`src/rtl/core/fmd_pkg.sv`:
```
// Shared types and constants for the flood mesh header engine.
package fmd_pkg;

    typedef enum logic [2:0] {
        V_MALFORMED     = 3'd0,
        V_BAD_CRC       = 3'd1,
        V_DUPLICATE     = 3'd2,
        V_DELIVERED     = 3'd3,
        V_TTL_EXPIRED   = 3'd4,
        V_FORWARD       = 3'd5,
        V_FRAGMENT      = 3'd6,
        V_SEND_REJECTED = 3'd7
    } verdict_t;

    localparam logic OP_RECEIVE = 1'b0;
    localparam logic OP_SEND    = 1'b1;

    localparam logic [7:0] SEND_TTL = 8'd6;
    localparam int RESULT_LIMIT = 4;

    localparam int QUEUE_DEPTH = 4;
    localparam int QPTR_W      = 2;

    // One classified item on its way from front to back
    typedef struct packed {
        verdict_t    verdict;
        logic [7:0]  src;
        logic [7:0]  dst;
        logic [7:0]  msg_id;
        logic [7:0]  ttl;
        logic [7:0]  frag_index;
        logic [7:0]  frag_total;
        logic [15:0] len;
        logic [2:0]  nfrag;
    } cmd_t;

endpackage

```
`src/rtl/core/fmd_queue.sv`:
```
// Small command FIFO between classifier and result sequencer.
module fmd_queue
(
    input  logic          clk,
    input  logic          rst_n,
    input  logic          push,
    input  fmd_pkg::cmd_t push_cmd,
    output logic          full,
    input  logic          pop,
    output fmd_pkg::cmd_t head,
    output logic          empty
);

    fmd_pkg::cmd_t mem_reg [fmd_pkg::QUEUE_DEPTH];
    logic [fmd_pkg::QPTR_W-1:0] wr_ptr_reg, wr_ptr_next;
    logic [fmd_pkg::QPTR_W-1:0] rd_ptr_reg, rd_ptr_next;
    logic [fmd_pkg::QPTR_W:0]   count_reg, count_next;

    assign full  = (count_reg == (fmd_pkg::QPTR_W+1)'(fmd_pkg::QUEUE_DEPTH));
    assign empty = (count_reg == '0);
    assign head  = mem_reg[rd_ptr_reg];

    always_comb
    begin
        wr_ptr_next = push ? wr_ptr_reg + 1'b1 : wr_ptr_reg;
        rd_ptr_next = pop ? rd_ptr_reg + 1'b1 : rd_ptr_reg;
        count_next  = count_reg;
        if (push && !pop)
        begin
            count_next = count_reg + 1'b1;
        end
        else if (pop && !push)
        begin
            count_next = count_reg - 1'b1;
        end
    end

    always_ff @(posedge clk or negedge rst_n)
    begin
        if (!rst_n)
        begin
            wr_ptr_reg <= '0;
            rd_ptr_reg <= '0;
            count_reg  <= '0;
        end
        else
        begin
            wr_ptr_reg <= wr_ptr_next;
            rd_ptr_reg <= rd_ptr_next;
            count_reg  <= count_next;
        end
    end

    always_ff @(posedge clk)
    begin
        if (push)
        begin
            mem_reg[wr_ptr_reg] <= push_cmd;
        end
    end

endmodule

```
`src/rtl/core/fmd_front.sv`:
```
// Front end: header checks, seen-list lookup and update, send splitting.
module fmd_front
#(
    parameter int SEEN_DEPTH    = 32,
    parameter int PAYLOAD_MAX   = 64,
    parameter int MAX_FRAGMENTS = 4
)
(
    input  logic          clk,
    input  logic          rst_n,
    input  logic [7:0]    node_id,
    input  logic          in_valid,
    output logic          in_ready,
    input  logic          operation,
    input  logic [7:0]    src_node,
    input  logic [7:0]    dst_node,
    input  logic [7:0]    msg_id,
    input  logic [7:0]    hop_ttl,
    input  logic [7:0]    frag_index,
    input  logic [7:0]    frag_total,
    input  logic [15:0]   payload_len,
    input  logic          crc_ok,
    input  logic          q_full,
    output logic          push,
    output fmd_pkg::cmd_t cmd
);

    localparam int FRAG_LIMIT = (MAX_FRAGMENTS < fmd_pkg::RESULT_LIMIT) ?
                                MAX_FRAGMENTS : fmd_pkg::RESULT_LIMIT;
    localparam int FILL_W = $clog2(SEEN_DEPTH + 1);
    localparam int IDX_W  = (SEEN_DEPTH > 1) ? $clog2(SEEN_DEPTH) : 1;

    logic [15:0]       keys_reg [SEEN_DEPTH];
    logic [FILL_W-1:0] fill_reg, fill_next;
    logic [7:0]        id_reg, id_next;

    logic [15:0] key;
    logic        hit;
    logic        malformed;
    logic [2:0]  nfrag;
    logic        reject;
    logic        record;
    logic        accept;

    assign in_ready = !q_full;
    assign accept   = in_valid && in_ready;
    assign push     = accept;

    assign key = (operation == fmd_pkg::OP_SEND) ? {node_id, id_reg} : {src_node, msg_id};

    // parallel compare over the live part of the seen list
    always_comb
    begin
        hit = 1'b0;
        for (int i = 0; i < SEEN_DEPTH; i++)
        begin
            if ((FILL_W'(i) < fill_reg) && (keys_reg[i] == key))
            begin
                hit = 1'b1;
            end
        end
    end

    assign malformed = ({16'd0, payload_len} > 32'(PAYLOAD_MAX)) ||
                       (frag_index >= frag_total) ||
                       ({24'd0, frag_total} > 32'(FRAG_LIMIT));

    // fragment count: how many fragment boundaries the length passes
    always_comb
    begin
        nfrag = '0;
        for (int k = 0; k <= fmd_pkg::RESULT_LIMIT; k++)
        begin
            if ({16'd0, payload_len} > 32'(k * PAYLOAD_MAX))
            begin
                nfrag = nfrag + 3'd1;
            end
        end
    end

    assign reject = (nfrag == 3'd0) || (32'(nfrag) > 32'(FRAG_LIMIT));

    always_comb
    begin
        if (operation == fmd_pkg::OP_SEND)
        begin
            record = !reject && !hit;
        end
        else
        begin
            record = !malformed && crc_ok && !hit;
        end
    end

    always_comb
    begin
        cmd            = '0;
        cmd.verdict    = fmd_pkg::V_MALFORMED;
        cmd.nfrag      = 3'd1;
        if (operation == fmd_pkg::OP_SEND)
        begin
            if (reject)
            begin
                cmd.verdict = fmd_pkg::V_SEND_REJECTED;
            end
            else
            begin
                cmd.verdict    = fmd_pkg::V_FRAGMENT;
                cmd.src        = node_id;
                cmd.dst        = dst_node;
                cmd.msg_id     = id_reg;
                cmd.ttl        = fmd_pkg::SEND_TTL;
                cmd.frag_total = {5'd0, nfrag};
                cmd.len        = payload_len;
                cmd.nfrag      = nfrag;
            end
        end
        else if (malformed)
        begin
            cmd.verdict = fmd_pkg::V_MALFORMED;
        end
        else if (!crc_ok)
        begin
            cmd.verdict = fmd_pkg::V_BAD_CRC;
        end
        else if (hit)
        begin
            cmd.verdict = fmd_pkg::V_DUPLICATE;
        end
        else if (dst_node == node_id)
        begin
            cmd.verdict = fmd_pkg::V_DELIVERED;
        end
        else if (hop_ttl == 8'd0)
        begin
            cmd.verdict = fmd_pkg::V_TTL_EXPIRED;
        end
        else
        begin
            cmd.verdict    = fmd_pkg::V_FORWARD;
            cmd.src        = src_node;
            cmd.dst        = dst_node;
            cmd.msg_id     = msg_id;
            cmd.ttl        = hop_ttl - 8'd1;
            cmd.frag_index = frag_index;
            cmd.frag_total = frag_total;
            cmd.len        = payload_len;
        end
    end

    always_comb
    begin
        fill_next = fill_reg;
        id_next   = id_reg;
        if (accept && record && (fill_reg < FILL_W'(SEEN_DEPTH)))
        begin
            fill_next = fill_reg + 1'b1;
        end
        if (accept && (operation == fmd_pkg::OP_SEND) && !reject)
        begin
            id_next = id_reg + 8'd1;
        end
    end

    always_ff @(posedge clk or negedge rst_n)
    begin
        if (!rst_n)
        begin
            fill_reg <= '0;
            id_reg   <= '0;
        end
        else
        begin
            fill_reg <= fill_next;
            id_reg   <= id_next;
        end
    end

    // append while not full, else drop the oldest and append at the end
    always_ff @(posedge clk)
    begin
        if (accept && record)
        begin
            if (fill_reg < FILL_W'(SEEN_DEPTH))
            begin
                keys_reg[fill_reg[IDX_W-1:0]] <= key;
            end
            else
            begin
                for (int i = 0; i < SEEN_DEPTH - 1; i++)
                begin
                    keys_reg[i] <= keys_reg[i+1];
                end
                keys_reg[SEEN_DEPTH-1] <= key;
            end
        end
    end

endmodule

```
`src/rtl/core/fmd_back.sv`:
```
// Back end: result sequencing, fragment lengths, counters, output register.
module fmd_back
#(
    parameter int PAYLOAD_MAX = 64
)
(
    input  logic          clk,
    input  logic          rst_n,
    input  fmd_pkg::cmd_t head,
    input  logic          q_empty,
    output logic          pop,
    output logic          out_valid,
    input  logic          out_ready,
    output logic [2:0]    verdict,
    output logic [7:0]    out_src,
    output logic [7:0]    out_dst,
    output logic [7:0]    out_msg_id,
    output logic [7:0]    out_ttl,
    output logic [7:0]    out_frag_index,
    output logic [7:0]    out_frag_total,
    output logic [15:0]   out_len,
    output logic          last_result,
    output logic [31:0]   dup_count,
    output logic [31:0]   delivered_count,
    output logic [31:0]   forward_count
);

    logic        emit;
    logic        is_frag;
    logic        last;
    logic [15:0] cur_left;
    logic [15:0] flen;

    logic [2:0]  frag_i_reg, frag_i_next;
    logic [15:0] left_reg;
    logic [31:0] dup_reg, dup_next;
    logic [31:0] del_reg, del_next;
    logic [31:0] fwd_reg, fwd_next;
    logic        valid_reg, valid_next;

    logic [2:0]  verdict_reg;
    logic [7:0]  src_reg, dst_reg, id_reg, ttl_reg, fi_reg, ft_reg;
    logic [15:0] len_reg;
    logic        last_reg;
    logic [31:0] dupo_reg, delo_reg, fwdo_reg;

    assign emit     = !q_empty && (!valid_reg || out_ready);
    assign is_frag  = (head.verdict == fmd_pkg::V_FRAGMENT);
    assign last     = !is_frag || ((frag_i_reg + 3'd1) == head.nfrag);
    assign pop      = emit && last;
    assign cur_left = (frag_i_reg == 3'd0) ? head.len : left_reg;
    assign flen     = ({16'd0, cur_left} > 32'(PAYLOAD_MAX)) ? 16'(PAYLOAD_MAX) : cur_left;

    always_comb
    begin
        frag_i_next = frag_i_reg;
        dup_next    = dup_reg;
        del_next    = del_reg;
        fwd_next    = fwd_reg;
        valid_next  = valid_reg;
        if (valid_reg && out_ready)
        begin
            valid_next = 1'b0;
        end
        if (emit)
        begin
            valid_next  = 1'b1;
            frag_i_next = last ? 3'd0 : frag_i_reg + 3'd1;
            case (head.verdict)
                fmd_pkg::V_DUPLICATE: dup_next = dup_reg + 32'd1;
                fmd_pkg::V_DELIVERED: del_next = del_reg + 32'd1;
                fmd_pkg::V_FORWARD:   fwd_next = fwd_reg + 32'd1;
                default:              ;
            endcase
        end
    end

    always_ff @(posedge clk or negedge rst_n)
    begin
        if (!rst_n)
        begin
            frag_i_reg <= '0;
            dup_reg    <= '0;
            del_reg    <= '0;
            fwd_reg    <= '0;
            valid_reg  <= 1'b0;
        end
        else
        begin
            frag_i_reg <= frag_i_next;
            dup_reg    <= dup_next;
            del_reg    <= del_next;
            fwd_reg    <= fwd_next;
            valid_reg  <= valid_next;
        end
    end

    always_ff @(posedge clk)
    begin
        if (emit)
        begin
            left_reg    <= cur_left - 16'(PAYLOAD_MAX);
            verdict_reg <= head.verdict;
            src_reg     <= head.src;
            dst_reg     <= head.dst;
            id_reg      <= head.msg_id;
            ttl_reg     <= head.ttl;
            fi_reg      <= is_frag ? {5'd0, frag_i_reg} : head.frag_index;
            ft_reg      <= head.frag_total;
            len_reg     <= is_frag ? flen : head.len;
            last_reg    <= last;
            dupo_reg    <= dup_next;
            delo_reg    <= del_next;
            fwdo_reg    <= fwd_next;
        end
    end

    assign out_valid       = valid_reg;
    assign verdict         = verdict_reg;
    assign out_src         = src_reg;
    assign out_dst         = dst_reg;
    assign out_msg_id      = id_reg;
    assign out_ttl         = ttl_reg;
    assign out_frag_index  = fi_reg;
    assign out_frag_total  = ft_reg;
    assign out_len         = len_reg;
    assign last_result     = last_reg;
    assign dup_count       = dupo_reg;
    assign delivered_count = delo_reg;
    assign forward_count   = fwdo_reg;

`ifndef SYNTHESIS
    a_dup_only_on_dup: assert property (@(posedge clk) disable iff (!rst_n)
        !(emit && (head.verdict == fmd_pkg::V_DUPLICATE)) |=> $stable(dup_reg))
        else $error("duplicate counter moved without a duplicate result");
    a_frag_idx_bound: assert property (@(posedge clk) disable iff (!rst_n)
        (!q_empty && is_frag) |-> (frag_i_reg < head.nfrag))
        else $error("fragment index ran past fragment count");
    a_nonfrag_last: assert property (@(posedge clk) disable iff (!rst_n)
        (valid_reg && (verdict_reg != fmd_pkg::V_FRAGMENT)) |-> last_reg)
        else $error("single-result verdict without last flag");
    a_idle_idx: assert property (@(posedge clk) disable iff (!rst_n)
        q_empty |-> (frag_i_reg == 3'd0))
        else $error("fragment index left nonzero with empty queue");
`endif

endmodule

```
`src/rtl/core/flood_mesh_dedup_forward_engine.sv`:
```
// Top level of the flood mesh header engine: config register, front, queue, back.
//
// Header engine for a flooding mesh node. Each input transfer is either a
// received frame header (s_tuser = 0) or a send request (s_tuser = 1). The
// front end classifies it in the cycle it is taken: malformed, bad CRC,
// duplicate (parallel compare against a FIFO seen-list of SEEN_DEPTH keys
// src:msgid, oldest dropped when full), delivered, TTL expired or forward;
// a send is split into up to four fragment headers or rejected. Classified items
// wait in a four-entry queue, so input stays open while results stall until it is
// full. While items wait and the output is not stalled, the back end emits one
// result transfer per cycle: one for a received frame or a rejected send, one per
// fragment for a send, so an item yields 1 to 4 results. The result carries the
// duplicate, delivered and forwarded counters after its own update. The user must
// write node_id through the cfg channel only while idle; no logic enforces it.
module flood_mesh_dedup_forward_engine
#(
    parameter int SEEN_DEPTH    = 32,
    parameter int PAYLOAD_MAX   = 64,
    parameter int MAX_FRAGMENTS = 4
)
(
    input  logic         clk,
    input  logic         rst_n,
    input  logic         cfg_valid,
    output logic         cfg_ready,
    input  logic [7:0]   cfg_data,     // node_id
    input  logic         s_tvalid,
    output logic         s_tready,
    input  logic [71:0]  s_tdata,      // src_node, dst_node, msg_id, hop_ttl,
                                       // frag_index, frag_total, payload_len, crc_ok
    input  logic         s_tuser,      // operation
    output logic         m_tvalid,
    input  logic         m_tready,
    output logic [159:0] m_tdata,      // out_src, out_dst, out_msg_id, out_ttl,
                                       // out_frag_index, out_frag_total, out_len,
                                       // dup_count, delivered_count, forward_count
    output logic [2:0]   m_tuser,      // verdict
    output logic         m_tlast       // last_result
);

    logic [7:0] node_id_reg;

    fmd_pkg::cmd_t front_cmd;
    fmd_pkg::cmd_t head_cmd;
    logic          push;
    logic          pop;
    logic          q_full;
    logic          q_empty;

    logic [7:0]  out_src, out_dst, out_msg_id, out_ttl, out_frag_index, out_frag_total;
    logic [15:0] out_len;
    logic [31:0] dup_count, delivered_count, forward_count;

    // config is always accepted
    assign cfg_ready = 1'b1;

    always_ff @(posedge clk or negedge rst_n)
    begin
        if (!rst_n)
        begin
            node_id_reg <= '0;
        end
        else if (cfg_valid)
        begin
            node_id_reg <= cfg_data;
        end
    end

    fmd_front
    #(
        .SEEN_DEPTH    (SEEN_DEPTH),
        .PAYLOAD_MAX   (PAYLOAD_MAX),
        .MAX_FRAGMENTS (MAX_FRAGMENTS)
    )
    u_front
    (
        .clk         (clk),
        .rst_n       (rst_n),
        .node_id     (node_id_reg),
        .in_valid    (s_tvalid),
        .in_ready    (s_tready),
        .operation   (s_tuser),
        .src_node    (s_tdata[7:0]),
        .dst_node    (s_tdata[15:8]),
        .msg_id      (s_tdata[23:16]),
        .hop_ttl     (s_tdata[31:24]),
        .frag_index  (s_tdata[39:32]),
        .frag_total  (s_tdata[47:40]),
        .payload_len (s_tdata[63:48]),
        .crc_ok      (s_tdata[64]),
        .q_full      (q_full),
        .push        (push),
        .cmd         (front_cmd)
    );

    fmd_queue u_queue
    (
        .clk      (clk),
        .rst_n    (rst_n),
        .push     (push),
        .push_cmd (front_cmd),
        .full     (q_full),
        .pop      (pop),
        .head     (head_cmd),
        .empty    (q_empty)
    );

    fmd_back
    #(
        .PAYLOAD_MAX (PAYLOAD_MAX)
    )
    u_back
    (
        .clk             (clk),
        .rst_n           (rst_n),
        .head            (head_cmd),
        .q_empty         (q_empty),
        .pop             (pop),
        .out_valid       (m_tvalid),
        .out_ready       (m_tready),
        .verdict         (m_tuser),
        .out_src         (out_src),
        .out_dst         (out_dst),
        .out_msg_id      (out_msg_id),
        .out_ttl         (out_ttl),
        .out_frag_index  (out_frag_index),
        .out_frag_total  (out_frag_total),
        .out_len         (out_len),
        .last_result     (m_tlast),
        .dup_count       (dup_count),
        .delivered_count (delivered_count),
        .forward_count   (forward_count)
    );

    assign m_tdata = {forward_count, delivered_count, dup_count, out_len,
                      out_frag_total, out_frag_index, out_ttl, out_msg_id,
                      out_dst, out_src};

endmodule

```
`config.mk`:
```
export PLATFORM = sky130hd
export DESIGN_NAME = flood_mesh_dedup_forward_engine
export DESIGN_NICKNAME = d
export VERILOG_FILES = /design/src/rtl/core/fmd_pkg.sv /design/src/rtl/core/fmd_queue.sv /design/src/rtl/core/fmd_front.sv /design/src/rtl/core/fmd_back.sv /design/src/rtl/core/flood_mesh_dedup_forward_engine.sv
export SDC_FILE = /design/constraint.sdc
export NUM_CORES = 2
export LEC_CHECK = 0
export BUFFER_PORTS_ARGS = -buffer_cell sky130_fd_sc_hd__buf_2
export CAP_MARGIN = 10
export CORE_MARGIN = 2
export CORE_UTILIZATION = 30
export CTS_CLUSTER_SIZE = 30
export DETAILED_ROUTE_END_ITERATION = 10
export PLACE_DENSITY = 0.42
export SETUP_SLACK_MARGIN = 0.05
export SKIP_CTS_REPAIR_TIMING = 1
export SYNTH_ARGS = -nofsm -noshare
export SYNTH_HDL_FRONTEND = slang
export SYNTH_SLANG_ARGS = --single-unit
```
`constraint.sdc`:
```
create_clock -name clk -period 5.94 [get_ports clk]
set_input_delay 0.594 -clock clk [delete_from_list [all_inputs] [get_ports clk]]
set_output_delay 0.594 -clock clk [all_outputs]
set_load 0.05 [all_outputs]
```
# Word-level counts from Yosys, hierarchy flattened
# Memories as Yosys holds them, arrays and structs flattened.
# Cells that the tools add are included.
word_totals:
  latch_bits: 0
  n_memories: 2
  rom_bits: 0
  out_inout_bits: 167
  ff_bits: 309
  ramBits: 792
  inputBits: 86
mem_list:
  columns: ["memory", "depth", "width", "read_ports", "rd_clocked_by_memory_dff", "wr", "line", "source"]
  rows:
  - ["u_front.keys_reg", 32, 16, 32, 0, 32, "fmd_front.sv:33", "logic [15:0] keys_reg [SEEN_DEPTH];"]
  - ["u_queue.mem_reg", 4, 70, 1, 0, 1, "fmd_queue.sv:14", "fmd_pkg::cmd_t mem_reg [fmd_pkg::QUEUE_DEPTH];"]
classes:
  div: 0
  n_shift: 0
  muxes: 82
  reduce_logical: 66
  mul: 0
  magnitude_cmp: 42
  n_bitwise: 0
  n_eq_ne: 39
  add_sub_neg: 16
op_table:
  columns: ["operator", "count"]
  rows:
  - ["16-bit == test", 32]
  - ["64-bit 2-to-1 mux", 5]
  - ["32-bit 2-to-1 mux", 7]
  - ["32-bit by 1-bit adder with 32-bit output, second input constant", 3]
  - ["5-bit by 6-bit < comparator with 1-bit output, first input constant", 16]
  - ["16-bit 2-to-1 mux", 5]
  - ["4-bit by 6-bit < comparator with 1-bit output, first input constant", 8]
  - ["1-bit 2-to-1 mux", 47]
  - ["1-bit logical AND", 45]
  - ["3-bit 2-to-1 mux", 13]
  - ["35-bit 2-to-1 mux", 1]
  - ["16-bit by 7-bit > comparator with 1-bit output, second input constant", 2]
  - ["16-bit by 8-bit > comparator with 1-bit output, second input constant", 2]
  - ["3-bit by 6-bit < comparator with 1-bit output, first input constant", 4]
  - ["24-bit 2-to-1 mux", 1]
  - ["22-bit 2-to-1 mux", 1]
  - ["16-bit by 1-bit > comparator with 1-bit output, second input constant", 1]
  - ["16-bit by 9-bit > comparator with 1-bit output, second input constant", 1]
  - ["16-bit OR reduction", 1]
  - ["16-bit by 7-bit subtractor with 16-bit output, second input constant", 1]
  - ["3-bit by 1-bit adder with 3-bit output, second input constant", 5]
  - ["1-bit by 6-bit < comparator with 1-bit output, first input constant", 2]
  - ["2-bit by 6-bit < comparator with 1-bit output, first input constant", 2]
  - ["3-bit == test, second input constant", 3]
  - ["other kinds (20)", 37]

# Longest topological paths before layout
depth:
  ltp_word: 43
  mapped_depth: 22
  depth_no_buf: 19

# Hierarchy
# Synthesis repeated with hierarchy kept, for this count alone.
hier_totals:
  cells_unflattened: 3428
  hier_area_um2: 52419.0
modules_own_cells:
  columns: ["module", "area_each_um2", "n_inst", "cells_each", "seq_area_each_um2"]
  rows:
  - ["fmd_front", 30782.0, 1, 2305, 15725.1]
  - ["fmd_back", 10721.5, 1, 704, 7907.6]
  - ["fmd_queue", 10572.6, 1, 400, 8583.2]
  - ["flood_mesh_dedup_forward_engine", 342.8, 1, 19, 200.2]

# Worst setup path after synthesis
# OpenSTA, ideal clock, no wires.
synth_timing:
  path_kind: "input port to flip-flop"
  start: "in s_tdata[61]"
  end: "mem u_front.keys_reg[19][0] (enable)"
  path_buffers: 1
  arrival_time_ns: 5.248
  stages: 19
  path_slack_ns: 0.298
  t_required_ns: 5.546
  setup_time_ns: 0.394
  path_cell_list: "nor4_1 nand3_1 a211o_1 inv_1 ha_1 xor2_1 ha_1 mux2_2 ha_1 mux2_2 nor2b_1 ha_1 nor2_1 nand2_1 o31a_1 and4b_4 nand2_1 clkbuf_1 a21oi_1"
synth_rtl:
  columns: ["item", "line", "source"]
  rows:
  - ["from (decl)", "flood_mesh_dedup_forward_engine.sv:29", "input logic [71:0] s_tdata,"]
  - ["to (decl)", "fmd_front.sv:33", null]

==> metrics.md <==
| Metric | Value |
|---|---|
| Post-route setup slack | `~0.93 ns` |
| Detailed Routing Iterations Pass 1 | `4` |
| Final HPWL DP | `104000 um` |
| Synth-to-Final Area Change | `18.3%` |
| Initial antenna violation count | `11` |
| Total power draw | `between 20 and 25 mW` |
| Number of global-route vias before repair | `~30000` |
| Max clock buf depth | `3` |
| Maxcap violations | `0` |
| Crit share post-route | `between 80% and 90%` |
| Slowest stage cell, crit path | `and4b_4` |
| Final Hold Viols | `0` |
| Drt drc | `0` |
| Via density | `about 4.6` |
| Register area share after synthesis | `60.5%` |
| CTS tree | `yes` |
| Initial core utilization | `30.1%` |
| Status | `complete, no violations` |
| Critical path type | `input pin to flop` |
| RSZ-0062 raised after global routing | `false` |
| Final Instance Area | `63400 um2` |
| First-pass GRT wire length | `between 200000 and 250000 um` |
| Vias post-DR | `29054` |
| 1st-iter DRT viols | `~1800` |
| P_leak | `between 20 and 25 nW` |
| Top_reg_cell synth | `edfxtp_1` |
| Synth top cells by count | `edfxtp_1 (972), xnor2_1 (602), mux2_4 (440), dfrtp_1 (129), nand2_1 (93)` |
| Routed Wire Length | `approximately 150000 um` |
| Max Clock Skew | `0.0400 ns` |
| Clock sinks | `1101` |
| PortBufs | `~240` |
| WL/cell | `about 24 um` |
| Max Freq | `between 0.15 and 0.2 GHz` |
| CTS buffer count | `about 140` |
| Crit-path max FO | `23` |
| Tot GR Track Use | `between 15 and 20%` |
| Fraction of registers with async set/reset | `around an eighth` |
| Mapped Avg Cell Area | `approximately 16 um2` |
| Largest cells by area after synthesis | `edfxtp_1 (54%), mux2_4 (12%), xnor2_1 (9.8%)` |
| Most used cell, CP | `ha_1` |
| Synth unique cells | `between 60 and 70` |
| Synth top area share | `between 50% and 60%` |
| Largest register FFs | `between 500 and 600` |
| Buf/Inv on CP | `4` |
| Min cycle time layout | `approximately 5 ns` |
| Peak VDD IR | `0.254 mV` |
| Worst hold path class | `input pin to flop` |
| Post-DRT Antenna Nets | `0` |
| Clk Latency, worst-skew pair | `~0.8 ns` |
| Number of cells in the design after placement | `5995` |
| Worst Setup Start Kind | `input pin` |
| Top cell type by total area after synthesis | `edfxtp_1` |
| Ys Warns | `0` |
| Sum Neg Setup Slack | `0 ns` |
| Die X | `427 um` |
| Layout cells sized above 1 | `between 30% and 40%` |
| Post-route insts no fill | `approximately 6300` |
| Post-Synthesis Cells | `about 3400` |
| #FFs+latches synth | `between 1000 and 1500` |
| Critical Path End Type | `flop` |
| Placed Area | `slightly below 60000 um2` |
| Nets | `between 3000 and 4000` |
| WP data required | `around 6.5 ns` |
| Die Height | `~430 um` |
| Core outline area | `178000 um2` |
| Pre-CTS worst setup slack | `~0.15 ns` |
| Final Util | `35.6%` |
| EDFF count, synth | `around 970` |
| FP Rows | `about 160` |
| PD cells | `between 300 and 400 nW/um2` |
| Top-count cell post-synth | `edfxtp_1` |
| Largest net degree at the start of global routing | `123` |
| Least-Margin Pin Slew | `around 1.1 ns` |
| # IOs | `253` |
| Max-slew violations | `0` |
| Clock-pin slew on the worst setup and hold paths | `about 0.05 ns` |
| Final Wtd Congestion | `between 0.7 and 0.8` |
| Crit path max-delay family | `simple AND/OR/NAND/NOR gates` |
| H-tree depth | `4` |
| Clock Root Buffer | `clkbuf_16` |
| Critical Path AT | `5.52 ns` |
| Mapped Area | `roughly 54000 um2` |
| Rel. slew slack | `between 20 and 25%` |
| Fin Hold WS | `around 0.046 ns` |
| Overall die area | `around 180000 um2` |
| GRT Residual Overflow | `0` |
| Setup violators final | `0` |
| Worst path max stage delay | `0.38 ns` |
| Crit-path cells | `buf_2, nor4_1, nand2_1, a211o_1, inv_1, ha_1, xor2_1, ha_1, mux2_2, ha_1, mux2_2, nor2b_1, ha_1, nor2_4, nand2_1, o31a_1, and4b_4, and3_4, buf_12, buf_4, mux2_4` |
-- routing by layer --
metal  track usage [%]  vias to the layer above  share of wire (%)
met2              27.0                      586                 47
met5                 0                        -             0.0046
li1                  -                    13364                  -
met4              4.85                        2                2.3
met1              22.7                    14911                 46
met3              3.02                      191                4.3
-- worst paths after layout --
kind | slack [ns] | from | depth (start not counted) | to
worst max-delay path | 0.93 | s_tdata[50] | 21 | u_front.keys_reg[30][4]
worst min-delay path | 0.05 | cfg_data[2] | 2 | node_id_reg[2]
worst max register to register | 1.30 | node_id_reg[0] | 12 | u_queue.mem_reg[1][48]
worst min register to register | 0.46 | u_back.del_reg[31] | 1 | u_back.del_reg[31]
max in group asynchronous | 4.43 | rst_n | 3 | u_back.del_reg[29]
min in group asynchronous | 0.31 | rst_n | 2 | u_back.frag_i_reg[2]
-- power breakdown --
part | total, mW | internal (mW) | switching [mW]
sequential | 10.1 | 9.71 | 0.398
clock | 8.11 | 4.64 | 3.47
combinational | 5.45 | 1.82 | 3.62
total | 23.7 | 16.2 | 7.49
-- layout make-up --
| type | count | area (um2) |
|---|---|---|
| Multi-Input combinational cell | 2026 | 19700 |
| Clock inverter | 55 | 631 |
| Timing Repair Buffer | 457 | 3720 |
| Clock buffer | 190 | 3720 |
| Fill cell | 17095 | 115000 |
| Inverter | 62 | 240 |
| Tap cell | 2355 | 2950 |
| Sequential cell | 1101 | 32400 |
| Antenna cell | 4 | 10.0 |
-- cells by family after synthesis --
logic type	after synthesis	share of synthesized area, %
fa+ha+maj	34	0.807
flops	1101	60.5
xor+xnor	648	10.6
compound gates	153	1.92
buf+inv	277	3.18
mux	614	17.5
other cells	2	0.0140
simple gates	556	5.53
-- worst register-to-register path, cell delays in order, from the launching register on --
cell     delay, ns
dfrtp_1       0.47
mux2i_4       0.69
buf_4         0.43
xnor2_1       0.17
nor4_1        0.08
nand4_1       0.20
o22ai_1       0.14
nor4_1        0.34
buf_4         0.18
nand3_1       0.16
buf_12        0.19
nor4_4        0.99
a32o_1        0.41
-- cell usage in the layout (no fill, tap or decap), types with 44 or more instances in the layout --
master / instances
edfxtp_1: 972
xnor2_1: 602
mux2_4: 440
buf_2: 243
clkbuf_16: 138
buf_4: 137
dfrtp_1: 127
nand2_1: 93
nor4_1: 91
nor2_1: 90
mux2_2: 75
mux4_2: 70
buf_12: 70
nand3_1: 68
nand4_1: 67
xor2_1: 46
clkbuf_1: 45
inv_1: 44
No activity file was read; power rests on OpenSTA's default activity.
